===== src/hw/rtl/uex_pkg.sv =====
package uex_pkg;

   localparam int LOOKAHEAD = 11;
   localparam int FILL_W    = $clog2(LOOKAHEAD + 1);
   localparam int IDX_W     = $clog2(LOOKAHEAD);
   localparam int SKIP_W    = 4;

   localparam int QUEUE_DEPTH = 2;
   localparam int QPTR_W      = (QUEUE_DEPTH > 1) ? $clog2(QUEUE_DEPTH) : 1;
   localparam int QCNT_W      = $clog2(QUEUE_DEPTH + 1);

   typedef logic [7:0] byte_type;
   typedef byte_type [LOOKAHEAD-1:0] win_type;

   // one decision job: window snapshot, bytes valid in it, page end pending
   typedef struct packed {
      win_type                win;
      logic [FILL_W-1:0]      fill;
      logic                   flush;
   } job_type;

   typedef enum logic [1:0] {
      KIND_URL_BYTE = 2'd0,
      KIND_URL_END  = 2'd1,
      KIND_PAGE_END = 2'd2
   } kind_type;

   localparam byte_type CH_UPPER_A  = 8'd65;
   localparam byte_type CH_UPPER_Z  = 8'd90;
   localparam byte_type CASE_OFFSET = 8'd32;
   localparam byte_type CH_SPACE    = 8'd32;
   localparam byte_type CH_LT       = 8'd60;
   localparam byte_type CH_GT       = 8'd62;
   localparam byte_type CH_QUOTE    = 8'd34;

   localparam int KW_MAX = 11;
   localparam int KW_W   = 8 * KW_MAX;

   localparam logic [KW_W-1:0] KW_BODY       = "body";
   localparam logic [KW_W-1:0] KW_IMG        = "img";
   localparam logic [KW_W-1:0] KW_BACKGROUND = "background=";
   localparam logic [KW_W-1:0] KW_SRC        = "src=";
   localparam logic [KW_W-1:0] KW_IMG_CLOSE  = "</img>";
   localparam logic [KW_W-1:0] KW_HTTP       = "http:";

   localparam int LEN_BODY       = 4;
   localparam int LEN_IMG        = 3;
   localparam int LEN_BACKGROUND = 11;
   localparam int LEN_SRC        = 4;
   localparam int LEN_IMG_CLOSE  = 6;
   localparam int LEN_HTTP       = 5;

   localparam logic [SKIP_W-1:0] SKIP_BACKGROUND = SKIP_W'(LEN_BACKGROUND - 1);
   localparam logic [SKIP_W-1:0] SKIP_SRC        = SKIP_W'(LEN_SRC - 1);

   function automatic byte_type fold(input byte_type ch);
      return (ch inside {[CH_UPPER_A:CH_UPPER_Z]}) ? ch + CASE_OFFSET : ch;
   endfunction

   // keyword at window head; bytes beyond fill never match
   function automatic logic match_kw(input win_type w, input logic [FILL_W-1:0] fill,
                                     input logic [KW_W-1:0] kw, input int len);
      logic hit;
      int   pos;
      hit = 1'b1;
      pos = 0;
      for (int k = 0; k < KW_MAX; k++) begin
         if (k < len) begin
            pos = len - 1 - k;
            if ((k >= int'(fill)) || (fold(w[k]) != kw[8*pos +: 8])) begin
               hit = 1'b0;
            end
         end
      end
      return hit;
   endfunction

endpackage


===== src/hw/rtl/uex_front.sv =====
module uex_front (
   input  logic              clock,
   input  logic              reset,
   input  logic              req_valid,
   output logic              req_ready,
   input  logic [7:0]        req_page_byte,
   input  logic              req_page_end,
   input  logic              q_full,
   output logic              q_push,
   output uex_pkg::job_type  q_job
);
   import uex_pkg::*;

   win_type           win_ff, win_in;
   logic [FILL_W-1:0] fill_ff, fill_in;
   win_type           win_app;
   logic [FILL_W-1:0] fill_app;
   logic              accept;

   assign req_ready = !q_full;
   assign accept    = req_valid && req_ready;

   always_comb begin
      win_app = win_ff;
      win_app[fill_ff[IDX_W-1:0]] = req_page_byte;
      fill_app = fill_ff + 1'b1;

      win_in  = win_ff;
      fill_in = fill_ff;
      q_push  = 1'b0;
      q_job   = '{win: win_app, fill: fill_app, flush: 1'b0};

      if (accept) begin
         if (req_page_end) begin
            // flush every pending byte, then close the page
            q_push      = 1'b1;
            q_job.flush = 1'b1;
            win_in      = '0;
            fill_in     = '0;
         end else if (fill_app == FILL_W'(LOOKAHEAD)) begin
            q_push  = 1'b1;
            win_in  = win_type'(win_app >> 8);
            fill_in = FILL_W'(LOOKAHEAD - 1);
         end else begin
            win_in  = win_app;
            fill_in = fill_app;
         end
      end
   end

   always_ff @(posedge clock) begin
      win_ff <= win_in;
      if (reset) begin
         fill_ff <= '0;
      end else begin
         fill_ff <= fill_in;
      end
   end

endmodule


===== src/hw/rtl/uex_queue.sv =====
module uex_queue (
   input  logic              clock,
   input  logic              reset,
   input  logic              push,
   input  uex_pkg::job_type  push_job,
   input  logic              pop,
   output logic              full,
   output logic              head_valid,
   output uex_pkg::job_type  head_job
);
   import uex_pkg::*;

   job_type           mem_ff [QUEUE_DEPTH];
   logic [QPTR_W-1:0] wr_ptr_ff, wr_ptr_in;
   logic [QPTR_W-1:0] rd_ptr_ff, rd_ptr_in;
   logic [QCNT_W-1:0] count_ff, count_in;

   assign full       = (count_ff == QCNT_W'(QUEUE_DEPTH));
   assign head_valid = (count_ff != '0);
   assign head_job   = mem_ff[rd_ptr_ff];

   always_comb begin
      wr_ptr_in = wr_ptr_ff;
      rd_ptr_in = rd_ptr_ff;
      if (push) begin
         wr_ptr_in = (wr_ptr_ff == QPTR_W'(QUEUE_DEPTH - 1)) ? '0 : wr_ptr_ff + 1'b1;
      end
      if (pop) begin
         rd_ptr_in = (rd_ptr_ff == QPTR_W'(QUEUE_DEPTH - 1)) ? '0 : rd_ptr_ff + 1'b1;
      end
      count_in = count_ff + QCNT_W'(push) - QCNT_W'(pop);
   end

   always_ff @(posedge clock) begin
      if (push) begin
         mem_ff[wr_ptr_ff] <= push_job;
      end
      if (reset) begin
         wr_ptr_ff <= '0;
         rd_ptr_ff <= '0;
         count_ff  <= '0;
      end else begin
         wr_ptr_ff <= wr_ptr_in;
         rd_ptr_ff <= rd_ptr_in;
         count_ff  <= count_in;
      end
   end

endmodule


===== src/hw/rtl/uex_back.sv =====
module uex_back (
   input  logic              clock,
   input  logic              reset,
   input  logic              q_valid,
   input  uex_pkg::job_type  q_head,
   output logic              q_pop,
   output logic              rsp_valid,
   input  logic              rsp_ready,
   output logic [1:0]        rsp_item_kind,
   output logic [7:0]        rsp_url_char,
   output logic              rsp_url_first,
   output logic              rsp_run_last
);
   import uex_pkg::*;

   typedef enum logic [2:0] {
      PH_SCAN  = 3'd0,
      PH_TAG   = 3'd1,
      PH_BODY  = 3'd3,
      PH_IMG   = 3'd4,
      PH_QUOTE = 3'd5,
      PH_URL   = 3'd6
   } phase_type;

   phase_type         phase_ff, phase_in;
   logic [SKIP_W-1:0] skip_ff, skip_in;
   logic              open_ff, open_in;
   job_type           work_ff, work_in;
   logic              busy_ff, busy_in;

   logic              rsp_valid_ff, rsp_valid_in;
   kind_type          kind_ff, kind_in;
   byte_type          char_ff, char_in;
   logic              first_ff, first_in;
   logic              last_ff, last_in;

   job_type  cur;
   logic     cur_valid;
   logic     out_free;
   logic     step;
   logic     emit;
   byte_type c;

   always_comb begin
      cur       = busy_ff ? work_ff : q_head;
      cur_valid = busy_ff || q_valid;
      out_free  = !rsp_valid_ff || rsp_ready;
      step      = cur_valid && out_free;
      q_pop     = step && !busy_ff;
      c         = cur.win[0];

      phase_in = phase_ff;
      skip_in  = skip_ff;
      open_in  = open_ff;
      work_in  = work_ff;
      busy_in  = busy_ff;
      emit     = 1'b0;
      kind_in  = KIND_URL_BYTE;
      char_in  = '0;
      first_in = 1'b0;
      last_in  = 1'b0;

      if (step) begin
         if (cur.flush && (cur.fill == '0)) begin
            // window drained: close the page and return to reset state
            emit     = 1'b1;
            kind_in  = KIND_PAGE_END;
            last_in  = 1'b1;
            phase_in = PH_SCAN;
            skip_in  = '0;
            open_in  = 1'b0;
            busy_in  = 1'b0;
         end else begin
            last_in = !cur.flush;
            if (skip_ff != '0) begin
               skip_in = skip_ff - 1'b1;
            end else if (c != CH_SPACE) begin
               case (phase_ff)
                  PH_TAG: begin
                     if (match_kw(cur.win, cur.fill, KW_BODY, LEN_BODY)) begin
                        phase_in = PH_BODY;
                     end else if (match_kw(cur.win, cur.fill, KW_IMG, LEN_IMG)) begin
                        phase_in = PH_IMG;
                     end else begin
                        phase_in = PH_SCAN;
                     end
                  end
                  PH_BODY: begin
                     if (match_kw(cur.win, cur.fill, KW_BACKGROUND, LEN_BACKGROUND)) begin
                        skip_in  = SKIP_BACKGROUND;
                        phase_in = PH_QUOTE;
                     end else if (c == CH_GT) begin
                        phase_in = PH_SCAN;
                     end
                  end
                  PH_IMG: begin
                     if (match_kw(cur.win, cur.fill, KW_SRC, LEN_SRC)) begin
                        skip_in  = SKIP_SRC;
                        phase_in = PH_QUOTE;
                     end else if (match_kw(cur.win, cur.fill, KW_IMG_CLOSE, LEN_IMG_CLOSE)) begin
                        phase_in = PH_SCAN;
                     end
                  end
                  PH_QUOTE: begin
                     if (c == CH_QUOTE) begin
                        open_in  = 1'b1;
                        phase_in = PH_URL;
                     end else begin
                        phase_in = PH_SCAN;
                     end
                  end
                  PH_URL: begin
                     if (c == CH_QUOTE) begin
                        // empty url gives no end item
                        if (!open_ff) begin
                           emit    = 1'b1;
                           kind_in = KIND_URL_END;
                        end
                        open_in  = 1'b0;
                        phase_in = PH_SCAN;
                     end else if (open_ff) begin
                        open_in = 1'b0;
                        if (match_kw(cur.win, cur.fill, KW_HTTP, LEN_HTTP)) begin
                           phase_in = PH_SCAN;
                        end else begin
                           emit     = 1'b1;
                           char_in  = c;
                           first_in = 1'b1;
                        end
                     end else begin
                        emit    = 1'b1;
                        char_in = c;
                     end
                  end
                  default: begin
                     phase_in = (c == CH_LT) ? PH_TAG : PH_SCAN;
                  end
               endcase
            end
            if (cur.flush) begin
               work_in.win   = win_type'(cur.win >> 8);
               work_in.fill  = cur.fill - 1'b1;
               work_in.flush = 1'b1;
               busy_in       = 1'b1;
            end else begin
               busy_in = 1'b0;
            end
         end
      end

      rsp_valid_in = emit || (rsp_valid_ff && !rsp_ready);
   end

   always_ff @(posedge clock) begin
      work_ff <= work_in;
      if (emit) begin
         kind_ff  <= kind_in;
         char_ff  <= char_in;
         first_ff <= first_in;
         last_ff  <= last_in;
      end
      if (reset) begin
         phase_ff     <= PH_SCAN;
         skip_ff      <= '0;
         open_ff      <= 1'b0;
         busy_ff      <= 1'b0;
         rsp_valid_ff <= 1'b0;
      end else begin
         phase_ff     <= phase_in;
         skip_ff      <= skip_in;
         open_ff      <= open_in;
         busy_ff      <= busy_in;
         rsp_valid_ff <= rsp_valid_in;
      end
   end

   assign rsp_valid     = rsp_valid_ff;
   assign rsp_item_kind = kind_ff;
   assign rsp_url_char  = char_ff;
   assign rsp_url_first = first_ff;
   assign rsp_run_last  = last_ff;

endmodule


===== src/hw/rtl/html_embedded_url_extractor.sv =====
// decision: a byte is decided once 10 more bytes have arrived (or at page end);
//   its result passes through the job queue and then the registered output
// throughput: one request per cycle inside a page while the queue is not full; a page-end
//   request holds the decision unit until its whole window is decided and the page closes
// reset: synchronous, active high; clears window fill, queue, parse state and
//   output valid
module html_embedded_url_extractor (
   input  logic       clock,
   input  logic       reset,
   input  logic       req_valid,
   output logic       req_ready,
   input  logic [7:0] req_page_byte,
   input  logic       req_page_end,
   output logic       rsp_valid,
   input  logic       rsp_ready,
   output logic [1:0] rsp_item_kind,
   output logic [7:0] rsp_url_char,
   output logic       rsp_url_first,
   output logic       rsp_run_last
);
   import uex_pkg::*;

   logic    q_full;
   logic    q_push;
   job_type q_job;
   logic    q_pop;
   logic    q_valid;
   job_type q_head;

   uex_front u_front (
      .clock         (clock),
      .reset         (reset),
      .req_valid     (req_valid),
      .req_ready     (req_ready),
      .req_page_byte (req_page_byte),
      .req_page_end  (req_page_end),
      .q_full        (q_full),
      .q_push        (q_push),
      .q_job         (q_job)
   );

   uex_queue u_queue (
      .clock      (clock),
      .reset      (reset),
      .push       (q_push),
      .push_job   (q_job),
      .pop        (q_pop),
      .full       (q_full),
      .head_valid (q_valid),
      .head_job   (q_head)
   );

   uex_back u_back (
      .clock         (clock),
      .reset         (reset),
      .q_valid       (q_valid),
      .q_head        (q_head),
      .q_pop         (q_pop),
      .rsp_valid     (rsp_valid),
      .rsp_ready     (rsp_ready),
      .rsp_item_kind (rsp_item_kind),
      .rsp_url_char  (rsp_url_char),
      .rsp_url_first (rsp_url_first),
      .rsp_run_last  (rsp_run_last)
   );

endmodule


===== config.mk =====
export PLATFORM = sky130hd
export DESIGN_NAME = html_embedded_url_extractor
export DESIGN_NICKNAME = d
export VERILOG_FILES = /design/src/hw/rtl/uex_pkg.sv /design/src/hw/rtl/uex_front.sv /design/src/hw/rtl/uex_queue.sv /design/src/hw/rtl/uex_back.sv /design/src/hw/rtl/html_embedded_url_extractor.sv
export SDC_FILE = /design/constraint.sdc
export NUM_CORES = 1
export LEC_CHECK = 0
export BUFFER_PORTS_ARGS = -buffer_cell sky130_fd_sc_hd__buf_2
export CAP_MARGIN = 20
export CORE_MARGIN = 4
export CORE_UTILIZATION = 55
export DETAILED_ROUTE_END_ITERATION = 10
export PLACE_DENSITY_LB_ADDON = 0.1
export SLEW_MARGIN = 20
export SYNTH_ARGS = -nofsm -noshare
export SYNTH_HDL_FRONTEND = slang
export SYNTH_HIERARCHICAL = 1
export SYNTH_SLANG_ARGS = --single-unit
export TNS_END_PERCENT = 10

===== constraint.sdc =====
create_clock -name clock -period 16.35 [get_ports clock]
set_clock_uncertainty 0.1 [all_clocks]
set_input_delay 4.0875 -clock clock [delete_from_list [all_inputs] [get_ports clock]]
set_output_delay 4.0875 -clock clock [all_outputs]
set_load 0.02 [all_outputs]

**Word-level counts from Yosys, hierarchy flattened**

Memories as Yosys holds them, arrays and structs flattened. A register that Yosys moved wholly into a read port is not among the register bits.
Cells that the tools add are included.

- Output and inout bits: 14
- Memory bits (writable): 186
- Memories kept: 1
- Input port bits: 13
- Flip-flop bits (word level): 202

Memories:

| memory | words | bits a word | rd ports | clocked after Yosys merged registers in | write ports | line | RTL |
|---|---|---|---|---|---|---|---|
| u_queue.mem_ff | 2 | 93 | 1 | 1 | 1 | uex_queue.sv:13 | `job_type mem_ff [QUEUE_DEPTH];` |

- Reductions and logical operators: 70
- Order comparisons: 35
- Bitwise operators: 6
- Mux-type cells: 141
- Equality and inequality tests: 49
- $add $sub $neg: 18

Operators with widths:

| kind | count |
|---|---|
| $ne A8 B7 Y1 const B | 24 |
| $mux W8 | 14 |
| $mux W1 | 95 |
| $mux W93 | 1 |
| $add A8 B6 Y8 const B | 11 |
| $bwmux W88 | 1 |
| $ge A8 B7 Y1 const B | 11 |
| $le A8 B7 Y1 const B | 11 |
| $mux W80 | 1 |
| $ne A8 B6 Y1 const B | 7 |
| $mux W3 | 13 |
| $logic_or A1 B1 Y1 | 33 |
| $demux W8 S4 | 1 |
| $mux W4 | 7 |
| $eq A8 B6 Y1 const B | 3 |
| $ne A4 B1 Y1 const B | 6 |
| $logic_and A1 B1 Y1 | 17 |
| $ge A3 B4 Y1 const A | 4 |
| $pmux W3 S5 | 1 |
| $ge A4 B4 Y1 const A | 3 |
| $reduce_or A6 Y1 | 2 |
| $mux W2 | 5 |
| $reduce_and A5 Y1 | 2 |
| $eq A3 B3 Y1 const B | 3 |
| 27 further kinds | 43 |

**Logic depth before layout (Yosys ltp)**

- Depth in word-level cells: 27
- Gate-level depth with buffers: 18

**Cells and area by module**

Netlist, hierarchy kept.

By module, submodules not included:

| module | cells each | sequential area each (µm²) | area each (µm²) | times used |
|---|---|---|---|---|
| uex_queue | 310 | 5685.5 | 7210.7 | 1 |
| uex_back | 612 | 3083.0 | 6626.4 | 1 |
| uex_front | 444 | 2722.6 | 5582.9 | 1 |

**Least setup slack after synthesis**

OpenSTA, ideal clock, no wires.

- Path type: input -> register
- Start point: input req_page_end
- End point: memory u_queue/mem_ff[0][0] (netlist name), enable pin
- Data arrival time: 8883 ps
- Setup time: 557 ps
- Setup slack: 6810 ps
- Stages on the path: 5
- Cell sequence: inv_1 clkbuf_1 buf_6 a21oi_1 nor2b_1

- Word-level cells in the longest chain between the ends: 4

RTL lines:

| what | line | RTL |
|---|---|---|
| from (decl) | html_embedded_url_extractor.sv:13 | `input logic req_page_end,` |
| $mux W1 | uex_front.sv:34 | `if (req_page_end) begin` |
| $mux W1 | uex_front.sv:33 | `if (accept) begin` |
| net q_push | html_embedded_url_extractor.sv:24 | `logic q_push;` |
| $mux W1 | uex_queue.sv:35 | `if (push) begin` |
| $mux W1 (implied by the code) | uex_queue.sv:36 | `mem_ff[wr_ptr_ff] <= push_job;` |
| to (decl) | uex_queue.sv:13 |  |

The timed path passes the listed nets, and every way through them passes these cells.

**Final worst setup path**

- Start point: input req_valid
- End point: memory u_queue/mem_ff[0][77] (netlist name), enable pin

- Word-level cells in the longest chain between the ends: 4

RTL lines:

| what | line | RTL |
|---|---|---|
| from (decl) | html_embedded_url_extractor.sv:10 | `input logic req_valid,` |
| $logic_and A1 B1 Y1 | uex_front.sv:21 | `assign accept = req_valid && req_ready;` |
| $mux W1 | uex_front.sv:33 |  |
| net q_push | html_embedded_url_extractor.sv:24 |  |
| $mux W1 | uex_queue.sv:35 |  |
| $mux W1 (implied by the code) | uex_queue.sv:36 |  |

The timed path passes the listed nets, and every way through them passes these cells.

==> qor.yml <==
layout-drive-gt1-share_pct: 26.8
grt_pass1_vias: 11100
die_h_um: 196
relSlewSlack_pct: 26.4
diodes: 0
post-route-period-util_pct: 37.5
seqPwrFrac_pct: 43.8
crit_required_ns: 16.45
synth.distinct_cells: 85
worst-endpoint-arrival_ns: 6.23
clock_sinks: 389
p_sw_mw: 1.04
die_width_um: 196
dp_hpwl_um: 31400
total_power_mw: 3.35
syn-num-nets: 1401
cts_repair_resize_count: 0
period_minus_slack_ns: 6.13
async_reset_ff_share_pct: 0
rsz0062_at_grt: "false"
tightestPinTransition_ns: 1.09
regToRegEndpoint: "u_back/rsp_url_char[3]"
ys_warn_count: 6
grt_overflow: 0
clockPowerShare_pct: 29.6
grt_usage_pct: 23.1
worstRegToRegCells: 12
avgSynthCellArea_um2: 14.2
post_cts.repair.setup_buffers: 0
drc: 0
gp_congestion: 0.886
drtIter0Drc: 1275
crit_fanout: 49
antenna_found_initial: 0
critPathLaunchType: "input pin"
start_util_pct: 55.9
drv_slew: 0
finalHoldViolations: 0
rrSetupSlack_ns: 10.97
synth-edff-count: 370
avgViaCountPerCell: 6.10
synthToLayoutAreaGrowth_pct: 9.07
synth-main-ff-cell: "edfxtp_1"
nets: 1418
swShare_pct: 31.0
setup_viol: 0
fmax_ghz: 0.163
hold_buffers: 0
crit_top_cell: "buf_4"
p_leak_nw: 7.37
grt_pass1_wl_um: 67600
power.internal_mw: 2.31
crit_chain: "buf_2, nand2_1, a21oi_1, nor2b_4, buf_4, buf_4"
htree_levels: 2
hold_depth: 1
endpoint_kind: "flip-flop"
path_clk_slew_ns: 0.06
drt_first_pass_iters: 6
min_from: "u_back/skip_ff[0]"
cts_root_buf: "clkbuf_16"
drv_cap: 0
syn_inst: 1366
ys_ff_latch: 389
slowest_delay_ns: 0.65
cp_slowest_cell: "buf_4"
min_path_type: "flip-flop to flip-flop"
fp-row-count: 68
cts_buffer_depth: 3
vias: 11400
coreArea_mm2: 0.0347
syn_area_mm2: 0.0194
cts_buffers: 42
io_buffers: 26
setup_tns_ns: 0
critPathKind: "input pin to flip-flop"
wl_per_cell_um: 24.1
vdd_drop_max_mv: 0.123
clk_latency_ns: 0.57
yosysSeqAreaShare_pct: 59.2
routed_wl_um: 45100
dieArea_mm2: 0.0384
cts_tree: "built"
pwr-share-comb_pct: 26.6
power_density_mw_per_mm2: 158
worstHoldEndpoint: "u_back/skip_ff[0]"
status: "complete, no violations"
postRouteAntennaNets: 0
io_pins: 27
grt_max_degree: 89
## worst max-delay path by stage
| stage | start | slack, ns | cells after the start | endpoint |
|---|---|---|---|---|
| final | req_valid | 10.22 | 6 | u_queue/mem_ff[0][77] |
| after global routing | req_page_end | 10.02 | 6 | u_queue/mem_ff[0][89] |
| after CTS | req_page_end | 10.21 | 6 | u_queue/mem_ff[0][38] |
| after detailed placement | req_page_end | 9.63 | 6 | u_queue/mem_ff[0][62] |
| after global placement | req_page_end | 9.64 | 6 | u_queue/mem_ff[0][62] |
| after floorplan | req_page_end | 6.81 | 5 | u_queue/mem_ff[0][0] |
## power groups by stage
| stage | registers [mW] | clock network (mW) | logic, mW |
|---|---|---|---|
| finish | 1.47 | 0.992 | 0.894 |
| global route | 1.49 | 1.05 | 0.964 |
| CTS | 1.47 | 1.01 | 0.887 |
| detailed placement | 1.49 | 0 | 0.880 |
| global placement | 1.48 | 0 | 0.871 |
| floorplan | 1.44 | 0 | 0.684 |
## routing by layer
layer / track usage [%] / routed length [um]
met2: 33.3 / 19500
met5: 0 / 0
met1: 36.1 / 21600
met4: 7.91 / 1470
met3: 3.21 / 2540
## logic make-up after synthesis
group	Yosys count	share of synthesized area (%)
AO/OA/AOI/OAI	132	4.77
XOR/XNOR	7	0.387
adder cells (fa/ha/maj)	22	1.42
buffers and inverters	108	3.44
flip-flops	389	59.2
multiplexers	340	20.4
AND/OR/NAND/NOR	368	10.4
## worst max-delay path: cells and delay by family
family,cells,cell delay [ns]
buffers and inverters,3,1.23
AO/OA/AOI/OAI,1,0.40
AND/OR/NAND/NOR,2,0.45
## synth_stat cells (20+ instances only)
cell type	n	area share [%]
mux2_4	71	5.5
nor2_1	55	1.1
mux2i_1	110	5.7
a21oi_1	32	0.82
inv_1	44	0.85
nor3_1	33	0.85
clkbuf_1	20	0.39
nor2b_1	21	0.68
mux2_2	159	9.2
edfxtp_1	370	57
nand2_1	127	2.5
ha_1	22	1.4
## through the flow
stage | cell area, um2 | instances | hold WS (ns) | worst slack [ns] | util, %
after floorplan | 19400 | 1366 | 0.336 | 6.81 | -
after global placement | 19700 | 1794 | 0.363 | 9.64 | 56.8
after detailed placement | 19700 | 1794 | 0.381 | 9.63 | 56.8
after CTS | 21200 | 1871 | 0.394 | 10.21 | 61.0
after global routing | 21200 | 1871 | 0.414 | 10.02 | 61.0
final | 21200 | 1871 | 0.391 | 10.22 | 61.0
## placed cells by master (no fill, tap or decap), types with 5 or more instances in the layout
master,n
buf_2,26
or2_2,10
clkbuf_16,43
nand3b_2,5
mux2_2,159
a21oi_1,32
a31oi_1,5
edfxtp_1,370
a211oi_1,9
nand2b_1,13
bufinv_16,7
mux2_4,71
mux2i_1,110
nand3b_1,8
nand2_1,127
nor2_1,55
nand3_1,17
or4_1,5
nor4_1,16
o22ai_1,10
inv_1,42
and4b_1,6
o21bai_1,5
ha_1,22
o21ai_0,15
nand4_1,8
nor2b_1,19
o211ai_1,7
clkinv_1,7
clkinv_2,12
buf_4,11
nor3_1,33
dfxtp_1,17
## registers in the layout (all words and copies together), names as in the netlist, named ones only
signal                cells
u_front/win_ff           88
u_queue/rd_ptr_ff         1
u_back/busy_ff            1
u_back/skip_ff            4
u_queue/wr_ptr_ff         1
u_front/fill_ff           4
u_queue/mem_ff          186
u_back/rsp_valid          1
u_back/rsp_url_char       8
u_queue/count_ff          2
u_back/rsp_url_first      1
u_back/work_ff           84
u_back/phase_ff           3
u_back/rsp_item_kind      2
u_back/rsp_run_last       1
u_back/open_ff            1
## layout make-up
cell class,count,area (um2)
clock inverter,31,350
multi-input combinational,869,7290
clock buffer,46,1100
fill,2623,13500
inverter,44,166
tap,455,569
sequential,389,11500
timing repair buffer,37,213
(Power assumes the default switching activity.)
